==> src/rtl/atsc_pkg.sv <==
// ----------------------------------------------------------------------------
// atsc_pkg
// Types, token codes, keyword table and character class helpers shared by
// the assembly token scanner and its result queue.
// ----------------------------------------------------------------------------
package atsc_pkg;

  // scanner modes
  typedef enum logic [2:0] {
    MODE_IDLE    = 3'd0,
    MODE_COMMENT = 3'd1,
    MODE_NUMBER  = 3'd2,
    MODE_WORD    = 3'd3,
    MODE_STRING  = 3'd4
  } scan_mode_t;

  // token kind codes
  localparam logic [5:0] K_EOF     = 6'd0;
  localparam logic [5:0] K_INT     = 6'd1;
  localparam logic [5:0] K_DOUBLE  = 6'd2;
  localparam logic [5:0] K_STRING  = 6'd3;
  localparam logic [5:0] K_LABEL   = 6'd4;
  localparam logic [5:0] K_KW_BASE = 6'd5;
  localparam logic [5:0] K_COLON   = 6'd32;
  localparam logic [5:0] K_LPAREN  = 6'd33;
  localparam logic [5:0] K_RPAREN  = 6'd34;
  localparam logic [5:0] K_COMMA   = 6'd35;
  localparam logic [5:0] K_MINUS   = 6'd36;
  localparam logic [5:0] K_STAR    = 6'd37;
  localparam logic [5:0] K_AT      = 6'd38;
  localparam logic [5:0] K_DOLLAR  = 6'd39;
  localparam logic [5:0] K_INVALID = 6'd40;

  // character codes
  localparam logic [7:0] CH_LF     = 8'h0A;
  localparam logic [7:0] CH_TAB    = 8'h09;
  localparam logic [7:0] CH_CR     = 8'h0D;
  localparam logic [7:0] CH_SPACE  = 8'h20;
  localparam logic [7:0] CH_HASH   = 8'h23;
  localparam logic [7:0] CH_QUOTE  = 8'h22;
  localparam logic [7:0] CH_DOT    = 8'h2E;
  localparam logic [7:0] CH_UNDER  = 8'h5F;
  localparam logic [7:0] CH_PCT    = 8'h25;

  // result queue depth (entries)
  localparam int QDEPTH = 4;
  localparam int QPTR_W = 2;
  localparam int QCNT_W = 3;

  // keyword table: text right-aligned, first character in the highest used byte
  localparam int NUM_KW = 27;
  localparam logic [63:0] KW_TEXT [NUM_KW] = '{
    ".global", ".text", ".data", ".string", ".quad",
    "push", "pop", "int", "mov", "sub", "call", "ret", "lea", "cmp", "je",
    "%rax", "%rbx", "%rcx", "%rdx", "%rdi", "%rsi", "%r8", "%r9", "%r10",
    "%rsp", "%rbp", "%rip"
  };
  localparam logic [2:0] KW_LEN [NUM_KW] = '{
    3'd7, 3'd5, 3'd5, 3'd7, 3'd5,
    3'd4, 3'd3, 3'd3, 3'd3, 3'd3, 3'd4, 3'd3, 3'd3, 3'd3, 3'd2,
    3'd4, 3'd4, 3'd4, 3'd4, 3'd4, 3'd4, 3'd3, 3'd3, 3'd4, 3'd4, 3'd4, 3'd4
  };

  // one result token
  typedef struct packed {
    logic [5:0]  kind;
    logic [15:0] len;
    logic [15:0] line;
    logic [15:0] col;
    logic        last;
  } tok_t;

  function automatic logic is_digit(input logic [7:0] c);
    return (c >= 8'h30) && (c <= 8'h39);
  endfunction

  function automatic logic is_alpha(input logic [7:0] c);
    return ((c >= 8'h61) && (c <= 8'h7A)) || ((c >= 8'h41) && (c <= 8'h5A));
  endfunction

  function automatic logic is_word_char(input logic [7:0] c);
    return is_alpha(c) || is_digit(c) || (c == CH_DOT) || (c == CH_UNDER);
  endfunction

  function automatic logic [5:0] punct_kind(input logic [7:0] c);
    logic [5:0] k;
    case (c)
      8'h3A:   k = K_COLON;
      8'h28:   k = K_LPAREN;
      8'h29:   k = K_RPAREN;
      8'h2C:   k = K_COMMA;
      8'h2D:   k = K_MINUS;
      8'h2A:   k = K_STAR;
      8'h40:   k = K_AT;
      8'h24:   k = K_DOLLAR;
      default: k = K_INVALID;
    endcase
    return k;
  endfunction

  // narrow the candidate set by the character at position pos
  function automatic logic [NUM_KW-1:0] kw_match(input logic [NUM_KW-1:0] mask,
                                                 input logic [2:0] pos,
                                                 input logic pos_ok,
                                                 input logic [7:0] c);
    logic [NUM_KW-1:0] res;
    int idx;
    res = '0;
    for (int i = 0; i < NUM_KW; i++) begin
      idx = int'(KW_LEN[i]) - 1 - int'(pos);
      if (mask[i] && pos_ok && (pos < KW_LEN[i]) && (idx >= 0))
        res[i] = (KW_TEXT[i][8*idx +: 8] == c);
    end
    return res;
  endfunction

  // first candidate whose length matches, else label
  function automatic logic [5:0] word_kind(input logic [NUM_KW-1:0] mask,
                                           input logic [2:0] len,
                                           input logic len_ok);
    logic [5:0] k;
    k = K_LABEL;
    for (int i = NUM_KW - 1; i >= 0; i--) begin
      if (mask[i] && len_ok && (KW_LEN[i] == len))
        k = K_KW_BASE + 6'(i);
    end
    return k;
  endfunction

endpackage

==> src/rtl/atsc_out_queue.sv <==
// ----------------------------------------------------------------------------
// atsc_out_queue
// Result queue: up to two tokens in a cycle, one out a cycle on out_ready.
// ----------------------------------------------------------------------------
module atsc_out_queue (
  input  logic              clk,
  input  logic              rst_n,
  input  logic [1:0]        push_cnt,
  input  atsc_pkg::tok_t    push_tok0,
  input  atsc_pkg::tok_t    push_tok1,
  output logic              room2,
  output logic              out_valid,
  input  logic              out_ready,
  output atsc_pkg::tok_t    out_tok
);

  localparam int QCNT_W_EXT = atsc_pkg::QCNT_W + 1;

  atsc_pkg::tok_t                 mem_r [atsc_pkg::QDEPTH];
  logic [atsc_pkg::QPTR_W-1:0]    wr_ptr_r, wr_ptr_nxt;
  logic [atsc_pkg::QPTR_W-1:0]    rd_ptr_r, rd_ptr_nxt;
  logic [atsc_pkg::QCNT_W-1:0]    count_r, count_nxt;
  logic                           pop;

  assign pop       = out_valid && out_ready;
  assign out_valid = (count_r != '0);
  assign out_tok   = mem_r[rd_ptr_r];
  assign room2     = (count_r <= atsc_pkg::QCNT_W'(atsc_pkg::QDEPTH - 2));

  // pointer and fill bookkeeping
  always_comb begin
    wr_ptr_nxt = wr_ptr_r + atsc_pkg::QPTR_W'(push_cnt);
    rd_ptr_nxt = rd_ptr_r + atsc_pkg::QPTR_W'(pop);
    count_nxt  = count_r + atsc_pkg::QCNT_W'(push_cnt) - atsc_pkg::QCNT_W'(pop);
  end

  always_ff @(posedge clk) begin
    if (!rst_n) begin
      wr_ptr_r <= '0;
      rd_ptr_r <= '0;
      count_r  <= '0;
    end else begin
      wr_ptr_r <= wr_ptr_nxt;
      rd_ptr_r <= rd_ptr_nxt;
      count_r  <= count_nxt;
    end
  end

  // storage writes
  always_ff @(posedge clk) begin
    if (push_cnt != 2'd0)
      mem_r[wr_ptr_r] <= push_tok0;
    if (push_cnt == 2'd2)
      mem_r[wr_ptr_r + atsc_pkg::QPTR_W'(1)] <= push_tok1;
  end

  // checks
  a_no_overflow: assert property (@(posedge clk) disable iff (!rst_n)
    (push_cnt != 2'd0) |->
      ((QCNT_W_EXT'(count_r) + QCNT_W_EXT'(push_cnt)) <= QCNT_W_EXT'(atsc_pkg::QDEPTH)))
    else $error("result queue overflow");

  a_fill_tracks: assert property (@(posedge clk) disable iff (!rst_n)
    1'b1 |=> (count_r == $past(count_nxt)))
    else $error("result queue fill count slipped");

  a_ptr_gap: assert property (@(posedge clk) disable iff (!rst_n)
    (count_r == '0) |-> (wr_ptr_r == rd_ptr_r))
    else $error("empty queue with pointers apart");

endmodule

==> src/rtl/assembly_token_scanner.sv <==
// ----------------------------------------------------------------------------
// assembly_token_scanner
// Character-at-a-time assembly lexer: one source byte or end marker per
// request in, up to two tokens out per request, with line and column of each token.
// ----------------------------------------------------------------------------
//  channel | dir | tdata                          | tuser        | tlast
//  in_     | in  | [7:0] char_code                | end_of_input | -
//  out_    | out | [5:0] token_kind,              | -            | last_of_run
//          |     | [21:6] lexeme_length,          |              |
//          |     | [37:22] start_line,            |              |
//          |     | [53:38] start_column, rest 0   |              |
//
//  one input request a cycle while in_tready is high; the scan state
//  updates in the accepting cycle and its tokens (none, one or two) are
//  registered in a four-entry result queue, one token a cycle out on ready.
//  in_tready is high while the queue has room for two tokens.
//  synchronous active-low reset returns to idle with all counters at zero.
// ----------------------------------------------------------------------------
module assembly_token_scanner #(
  parameter int COUNTER_BITS = 16
) (
  input  logic        clk,
  input  logic        rst_n,
  input  logic        in_tvalid,
  output logic        in_tready,
  input  logic [7:0]  in_tdata,   // [7:0] char_code
  input  logic        in_tuser,   // [0] end_of_input
  output logic        out_tvalid,
  input  logic        out_tready,
  output logic [55:0] out_tdata,  // kind, length, line, column, zero pad
  output logic        out_tlast   // last_of_run
);

  localparam int CB = COUNTER_BITS;

  atsc_pkg::scan_mode_t       mode_r, mode_nxt;
  logic                       dot_r, dot_nxt;
  logic [atsc_pkg::NUM_KW-1:0] cand_r, cand_nxt;
  logic [CB-1:0]              len_r, len_nxt;
  logic [CB-1:0]              line_r, line_nxt;
  logic [CB-1:0]              col_r, col_nxt;
  logic [CB-1:0]              tline_r, tline_nxt;
  logic [CB-1:0]              tcol_r, tcol_nxt;

  logic                       accept;
  logic [7:0]                 c;
  logic [CB-1:0]              col1;
  logic                       pos_ok;
  logic                       rescan;
  logic                       t0_vld, t1_vld;
  atsc_pkg::tok_t             t0, t1, q0, q1;
  logic [1:0]                 push_cnt;
  atsc_pkg::tok_t             out_tok;

  function automatic logic [CB-1:0] sat_inc(input logic [CB-1:0] v);
    return (v == {CB{1'b1}}) ? v : v + CB'(1);
  endfunction

  assign accept = in_tvalid && in_tready;
  assign c      = in_tdata;
  assign col1   = sat_inc(col_r);
  assign pos_ok = (len_r < CB'(8));

  // scan step: mode update and token generation
  always_comb begin
    mode_nxt  = mode_r;
    dot_nxt   = dot_r;
    cand_nxt  = cand_r;
    len_nxt   = len_r;
    line_nxt  = line_r;
    col_nxt   = col1;
    tline_nxt = tline_r;
    tcol_nxt  = tcol_r;
    rescan    = 1'b0;
    t0_vld    = 1'b0;
    t1_vld    = 1'b0;
    t0        = '0;
    t1        = '0;
    t0.len    = 16'(len_r);
    t0.line   = 16'(tline_r);
    t0.col    = 16'(tcol_r);

    if (in_tuser) begin
      // end of input: flush pending token, then eof
      unique case (mode_r)
        atsc_pkg::MODE_NUMBER: begin
          t0_vld  = 1'b1;
          t0.kind = dot_r ? atsc_pkg::K_DOUBLE : atsc_pkg::K_INT;
        end
        atsc_pkg::MODE_WORD: begin
          t0_vld  = 1'b1;
          t0.kind = atsc_pkg::word_kind(cand_r, len_r[2:0], pos_ok);
        end
        atsc_pkg::MODE_STRING: begin
          t0_vld  = 1'b1;
          t0.kind = atsc_pkg::K_INVALID;
        end
        default: ;
      endcase
      t1_vld   = 1'b1;
      t1.kind  = atsc_pkg::K_EOF;
      t1.len   = 16'd0;
      t1.line  = 16'(line_r);
      t1.col   = 16'(col1);
      mode_nxt = atsc_pkg::MODE_IDLE;
      dot_nxt  = 1'b0;
      cand_nxt = '0;
      len_nxt  = '0;
    end else begin
      unique case (mode_r)
        atsc_pkg::MODE_COMMENT: begin
          if (c == atsc_pkg::CH_LF) begin
            line_nxt = sat_inc(line_r);
            col_nxt  = '0;
            mode_nxt = atsc_pkg::MODE_IDLE;
          end
        end
        atsc_pkg::MODE_STRING: begin
          if (c == atsc_pkg::CH_QUOTE) begin
            t0_vld   = 1'b1;
            t0.kind  = atsc_pkg::K_STRING;
            mode_nxt = atsc_pkg::MODE_IDLE;
          end else begin
            len_nxt = sat_inc(len_r);
          end
        end
        atsc_pkg::MODE_NUMBER: begin
          if (atsc_pkg::is_digit(c)) begin
            len_nxt = sat_inc(len_r);
          end else if ((c == atsc_pkg::CH_DOT) && !dot_r) begin
            dot_nxt = 1'b1;
            len_nxt = sat_inc(len_r);
          end else begin
            t0_vld   = 1'b1;
            t0.kind  = dot_r ? atsc_pkg::K_DOUBLE : atsc_pkg::K_INT;
            mode_nxt = atsc_pkg::MODE_IDLE;
            dot_nxt  = 1'b0;
            rescan   = 1'b1;
          end
        end
        atsc_pkg::MODE_WORD: begin
          if (atsc_pkg::is_word_char(c)) begin
            cand_nxt = atsc_pkg::kw_match(cand_r, len_r[2:0], pos_ok, c);
            len_nxt  = sat_inc(len_r);
          end else begin
            t0_vld   = 1'b1;
            t0.kind  = atsc_pkg::word_kind(cand_r, len_r[2:0], pos_ok);
            mode_nxt = atsc_pkg::MODE_IDLE;
            cand_nxt = '0;
            rescan   = 1'b1;
          end
        end
        default: begin
          mode_nxt = atsc_pkg::MODE_IDLE;
          rescan   = 1'b1;
        end
      endcase

      // scan the character afresh from idle
      if (rescan) begin
        if (c == atsc_pkg::CH_LF) begin
          line_nxt = sat_inc(line_r);
          col_nxt  = '0;
        end else if ((c == atsc_pkg::CH_SPACE) || (c == atsc_pkg::CH_TAB) ||
                     (c == atsc_pkg::CH_CR)) begin
          // blank
        end else if (c == atsc_pkg::CH_HASH) begin
          mode_nxt = atsc_pkg::MODE_COMMENT;
        end else if (atsc_pkg::is_digit(c)) begin
          mode_nxt  = atsc_pkg::MODE_NUMBER;
          len_nxt   = CB'(1);
          tline_nxt = line_r;
          tcol_nxt  = col1;
          dot_nxt   = 1'b0;
        end else if (atsc_pkg::is_alpha(c) || (c == atsc_pkg::CH_DOT) ||
                     (c == atsc_pkg::CH_UNDER) || (c == atsc_pkg::CH_PCT)) begin
          mode_nxt  = atsc_pkg::MODE_WORD;
          len_nxt   = CB'(1);
          tline_nxt = line_r;
          tcol_nxt  = col1;
          dot_nxt   = 1'b0;
          cand_nxt  = atsc_pkg::kw_match({atsc_pkg::NUM_KW{1'b1}}, 3'd0, 1'b1, c);
        end else if (c == atsc_pkg::CH_QUOTE) begin
          mode_nxt  = atsc_pkg::MODE_STRING;
          len_nxt   = '0;
          tline_nxt = line_r;
          tcol_nxt  = col1;
          dot_nxt   = 1'b0;
        end else begin
          t1_vld  = 1'b1;
          t1.kind = atsc_pkg::punct_kind(c);
          t1.len  = 16'd1;
          t1.line = 16'(line_r);
          t1.col  = 16'(col1);
        end
      end
    end
  end

  // order tokens into queue slots and mark the last one
  always_comb begin
    q0 = t0_vld ? t0 : t1;
    q1 = t1;
    q0.last = !(t0_vld && t1_vld);
    q1.last = 1'b1;
    push_cnt = '0;
    if (accept)
      push_cnt = 2'(t0_vld) + 2'(t1_vld);
  end

  // scan state registers
  always_ff @(posedge clk) begin
    if (!rst_n) begin
      mode_r  <= atsc_pkg::MODE_IDLE;
      dot_r   <= 1'b0;
      cand_r  <= '0;
      len_r   <= '0;
      line_r  <= '0;
      col_r   <= '0;
      tline_r <= '0;
      tcol_r  <= '0;
    end else if (accept) begin
      mode_r  <= mode_nxt;
      dot_r   <= dot_nxt;
      cand_r  <= cand_nxt;
      len_r   <= len_nxt;
      line_r  <= line_nxt;
      col_r   <= col_nxt;
      tline_r <= tline_nxt;
      tcol_r  <= tcol_nxt;
    end
  end

  // result queue
  atsc_out_queue u_queue (
    .clk       (clk),
    .rst_n     (rst_n),
    .push_cnt  (push_cnt),
    .push_tok0 (q0),
    .push_tok1 (q1),
    .room2     (in_tready),
    .out_valid (out_tvalid),
    .out_ready (out_tready),
    .out_tok   (out_tok)
  );

  assign out_tdata = {2'b00, out_tok.col, out_tok.line, out_tok.len, out_tok.kind};
  assign out_tlast = out_tok.last;

  // checks
  a_eof_is_last: assert property (@(posedge clk) disable iff (!rst_n)
    (out_tvalid && (out_tok.kind == atsc_pkg::K_EOF)) |-> out_tlast)
    else $error("eof token not last of its run");

  a_kind_range: assert property (@(posedge clk) disable iff (!rst_n)
    out_tvalid |-> (out_tok.kind <= atsc_pkg::K_INVALID))
    else $error("token kind out of range");

  a_eoi_to_idle: assert property (@(posedge clk) disable iff (!rst_n)
    (accept && in_tuser) |=> ((mode_r == atsc_pkg::MODE_IDLE) && (len_r == '0)))
    else $error("scanner not idle after end of input");

  a_eoi_pushes: assert property (@(posedge clk) disable iff (!rst_n)
    (accept && in_tuser) |-> (push_cnt != 2'd0))
    else $error("end of input gave no token");

endmodule
==> config.mk <==
export PLATFORM = sky130hd
export DESIGN_NAME = assembly_token_scanner
export DESIGN_NICKNAME = d
export VERILOG_FILES = /design/src/rtl/atsc_pkg.sv /design/src/rtl/atsc_out_queue.sv /design/src/rtl/assembly_token_scanner.sv
export SDC_FILE = /design/constraint.sdc
export NUM_CORES = 1
export LEC_CHECK = 0
export ABC_AREA = 1
export ABC_CLOCK_PERIOD_IN_PS = 5050
export BUFFER_PORTS_ARGS = -buffer_cell sky130_fd_sc_hd__buf_2
export CORE_ASPECT_RATIO = 0.5
export CORE_MARGIN = 2
export CORE_UTILIZATION = 35
export DETAILED_ROUTE_END_ITERATION = 10
export PLACE_DENSITY = 0.62
export SLEW_MARGIN = 20
export SYNTH_ARGS = -nofsm -noshare
export SYNTH_HDL_FRONTEND = slang
export SYNTH_SLANG_ARGS = --single-unit
==> constraint.sdc <==
create_clock -name clk -period 5.05 [get_ports clk]
set_input_delay 0.2525 -clock clk [delete_from_list [all_inputs] [get_ports clk]]
set_output_delay 0.2525 -clock clk [all_outputs]
set_load 0.1 [all_outputs]
==> out/qor.json <==
{
  "cts": {
    "tritoncts_clock_tree": "yes",
    "cts.repair_timing.setup_buffer_count": 0,
    "cts-htree-levels": 2,
    "cts.clk_slew.worst_paths_ns": 0.06,
    "post_cts_resized": 0,
    "clock_latency_ns": 0.57,
    "cell_at_the_root_of_the_clock_tree": "clkbuf_16",
    "numCtsBuffers": 36,
    "cts.sink_count": 338,
    "cts_hold_buf": 0,
    "cts.path.max_buffers": 3
  },
  "timing": {
    "fin_hold_ws_ns": 0.248,
    "slew_violations": 0,
    "timing.slew.headroom_pct": 33.4,
    "setup_viol_count_final": 0,
    "totalNegativeSetupSlack_ns": 0,
    "rsz_0062_raised_after_global_routing": "false",
    "finalCriticalPeriod_ns": 4.42,
    "achievable-frequency_ghz": 0.226,
    "finalCritPeriodShare_pct": 87.5,
    "final.setup_skew_ns": 0.0405,
    "worst-slew-pin-transition_ns": 0.998,
    "timing_hold_violations_final": 0
  },
  "global_route": {
    "grt_start_max_net_pins": 94,
    "groute.usage.overall_pct": 22.0,
    "grt_pass1_wl_mm": 98.7,
    "grt.overflow.total": 0,
    "antenna_found_initial": 0,
    "via_count_of_the_first_global_routing_pass": 17314
  },
  "setup_path": {
    "max_stage_delay_ns": 0.43,
    "critical-path-top-cell-by-count": "inv_1",
    "criticalPathCategory": "register to register",
    "critical-path-slowest-cell": "inv_2",
    "crit_path_cell_trace": "inv_1, nor2_1, inv_1, nor2_1, inv_1, nor2_1, nand2_1, nand2_2, a21oi_2, or2_4, nor2_4, nand2_2, nor3_4, nor2_4, inv_2, ha_1, inv_1, nor2_1, inv_1, nor2_1, inv_1, nor3_1, inv_2, o22ai_1",
    "required_time_reported_for_the_critical_path_endpoint_ns": 5.41,
    "timing.reg2reg.worst_path_depth": 24,
    "setup.worst_path.end_class": "register",
    "crit_fanout": 37,
    "setup.worst_path.start_class": "register",
    "timing.critical_path.arrival_ns": 4.78
  },
  "worst_hold_path": {
    "timing.hold.worst.class": "primary input to register",
    "timing.hold.worst_path_depth": 6
  },
  "drt": {
    "via_per_inst": 5.60,
    "detailed_route_via_count": 18516,
    "drt.antenna.violating_nets": 0,
    "wire_per_inst_um": 19.1,
    "initialDrtViolationCount": 2119,
    "drt_wl_total_mm": 63.1,
    "drc": 0,
    "drt-pass1-iter-count": 6
  },
  "job": {
    "max_cap_viol_count": 0
  },
  "synthesis": {
    "async_reset_ff_share_pct": 0,
    "synth_top_area_cell": "edfxtp_1",
    "synth_top_cells_by_area": "edfxtp_1, dfxtp_1, nand2_1, o21ai_0, o22ai_1",
    "synth_adder_area_share_pct": 1.49,
    "syn-instance-count": 2554,
    "fraction_of_the_yosys_area_taken_by_sequential_cells_pct": 43.7,
    "synth_enable_flop_cells": 152,
    "synthSimpleGateAreaFrac_pct": 20.5,
    "synth_mux_area_share_pct": 0,
    "avg_synthesized_cell_area_um2": 7.42,
    "synth_compound_area_share_pct": 23.3,
    "post-synth-top-area-fraction_pct": 24.1,
    "largest_family_of_logic_cells_by_synthesized_area": "compound AO/OA/AOI/OAI gates",
    "synth-xor-area-share_pct": 2.26,
    "synth-warning-count": 0,
    "synth.ff_latch_count": 338,
    "ys.flop_type": "dfxtp_1",
    "post_synth_instance_area_um2": 18900,
    "yosysUniqueCellTypes": 54
  },
  "floorplanning": {
    "start_util_pct": 35.4,
    "floorplan.rows": 60,
    "die_width_um": 333,
    "num_io_pins": 72,
    "floorplan.die.height_um": 169,
    "core-area_um2": 53600,
    "total_die_area_um2": 56100
  },
  "finish": {
    "final_layout_size_suffix_gt1_share_pct": 9.14,
    "insertedDiodeCount": 0,
    "most-common-layout-cells": "nand2_1, nor2_1, o21ai_0",
    "final_nets": 2600,
    "flow.area_growth_from_synthesis_pct": 12.4,
    "commonest_non_fill_non_tap_cell_in_the_layout": "nand2_1"
  },
  "place": {
    "io_buffers": 69,
    "gp_routability_congestion": 0.985,
    "detailedPlacementHpwl_mm": 41.6
  },
  "pwr": {
    "p_leak_uw": 0.00756,
    "power_per_cell_area_nw_per_um2": 465,
    "irDropWorstVdd_v": 0.000456
  },
  "outcome": {
    "status": "finished, final reports clean"
  }
}
[synthesized netlist by cell type, drive strengths merged (2+ instances only)]
master / n
nand2: 413
o21ai: 340
nor2: 334
inv: 266
o22ai: 211
dfxtp: 186
edfxtp: 152
a21oi: 143
clkbuf: 139
nand3: 84
nor3: 57
xor2: 43
nand4: 26
ha: 21
buf: 19
nor4: 14
a31oi: 12
o211ai: 12
a2111oi: 10
o41ai: 8
clkinv: 6
o2111ai: 6
o221ai: 6
o31ai: 6
xnor2: 6
a211oi: 4
a22oi: 4
o21a: 3
o32ai: 3
or2: 3
a21boi: 2
a21o: 2
a32oi: 2
nor4b: 2
[per-stage QoR]
step / utilization, % / total power (uW) / instances / worst slack [ns] / instance area, um^2
floorplan: - / 6370 / 2555 / 0.230 / 19000
global placement: 37.5 / 7240 / 3240 / 0.378 / 20100
detailed placement: 37.5 / 7250 / 3240 / 0.285 / 20100
CTS: 39.7 / 9950 / 3306 / 0.679 / 21300
global route: 39.7 / 10300 / 3306 / 0.0922 / 21300
finish: 39.7 / 9890 / 3306 / 0.630 / 21300
[final cells by class]
cell class / instances / area [um^2]
clock buffer: 48 / 1000
sequential: 338 / 8290
multi-input combinational: 1787 / 9040
tap: 713 / 892
clock inverter: 18 / 175
fill: 5600 / 32300
timing repair buffer: 130 / 866
inverter: 272 / 1020
[registers in the layout, summed over array words and instances, names as in the netlist, named ones only]
| name | cells |
|---|---|
| mode_r | 3 |
| cand_r | 27 |
| u_queue.rd_ptr_r | 2 |
| tline_r | 16 |
| u_queue.count_r | 3 |
| u_queue.mem_r | 220 |
| tcol_r | 16 |
| line_r | 9 |
| len_r | 16 |
| u_queue.wr_ptr_r | 2 |
| dot_r | 1 |
| col_r | 16 |
[power by group]
group | switching (uW) | total [uW] | internal, uW | leakage, uW
Clock | 1210 | 2700 | 1480 | 0.000579
Combinational | 3370 | 4050 | 675 | 0.00411
Sequential | 94.2 | 3150 | 3050 | 0.00288
Total | 4680 | 9890 | 5210 | 0.00756
[path summary, 6_finish.rpt]
path / slack [ns] / endpoint / from
hold reg to reg: 0.45 / u_queue.mem_r[2][43]$_SDFFE_PP0P_ / u_queue.mem_r[2][43]$_SDFFE_PP0P_
setup / recovery: 0.63 / u_queue.mem_r[3][10]$_DFFE_PP_ / mode_r[1]$_SDFFE_PN0P_
setup reg to reg: 0.63 / u_queue.mem_r[3][10]$_DFFE_PP_ / mode_r[1]$_SDFFE_PN0P_
hold / removal: 0.25 / mode_r[2]$_SDFFE_PN0P_ / in_tdata[2]
[per-layer routing]
| layer | up-vias | track usage (%) | wire, um |
|---|---|---|---|
| li1 | 8854 | - | - |
| met3 | 91 | 3.48 | 5050 |
| met5 | - | 0 | 0 |
| met4 | 0 | 5.12 | 1180 |
| met2 | 751 | 35.4 | 28300 |
| met1 | 8820 | 31.0 | 28600 |
[worst max-delay path, delay by kind of cell (launching register included)]
kind	cells	cell delay, ns
buffers and inverters	8	1.02
AND/OR/NAND/NOR	13	2.30
AO/OA/AOI/OAI	2	0.36
adder cells (fa/ha/maj)	1	0.19
flip-flops	1	0.35
[logic make-up (layout without fill, tap and decap cells)]
| group | Yosys count | in the layout |
|---|---|---|
| simple gates | 935 | 935 |
| compound gates | 779 | 779 |
| buf+inv | 430 | 468 |
| flops | 338 | 338 |
| xor+xnor | 49 | 49 |
| fa+ha+maj | 22 | 22 |
| other cells | 1 | 2 |
Power figures use the tool's default switching activity.
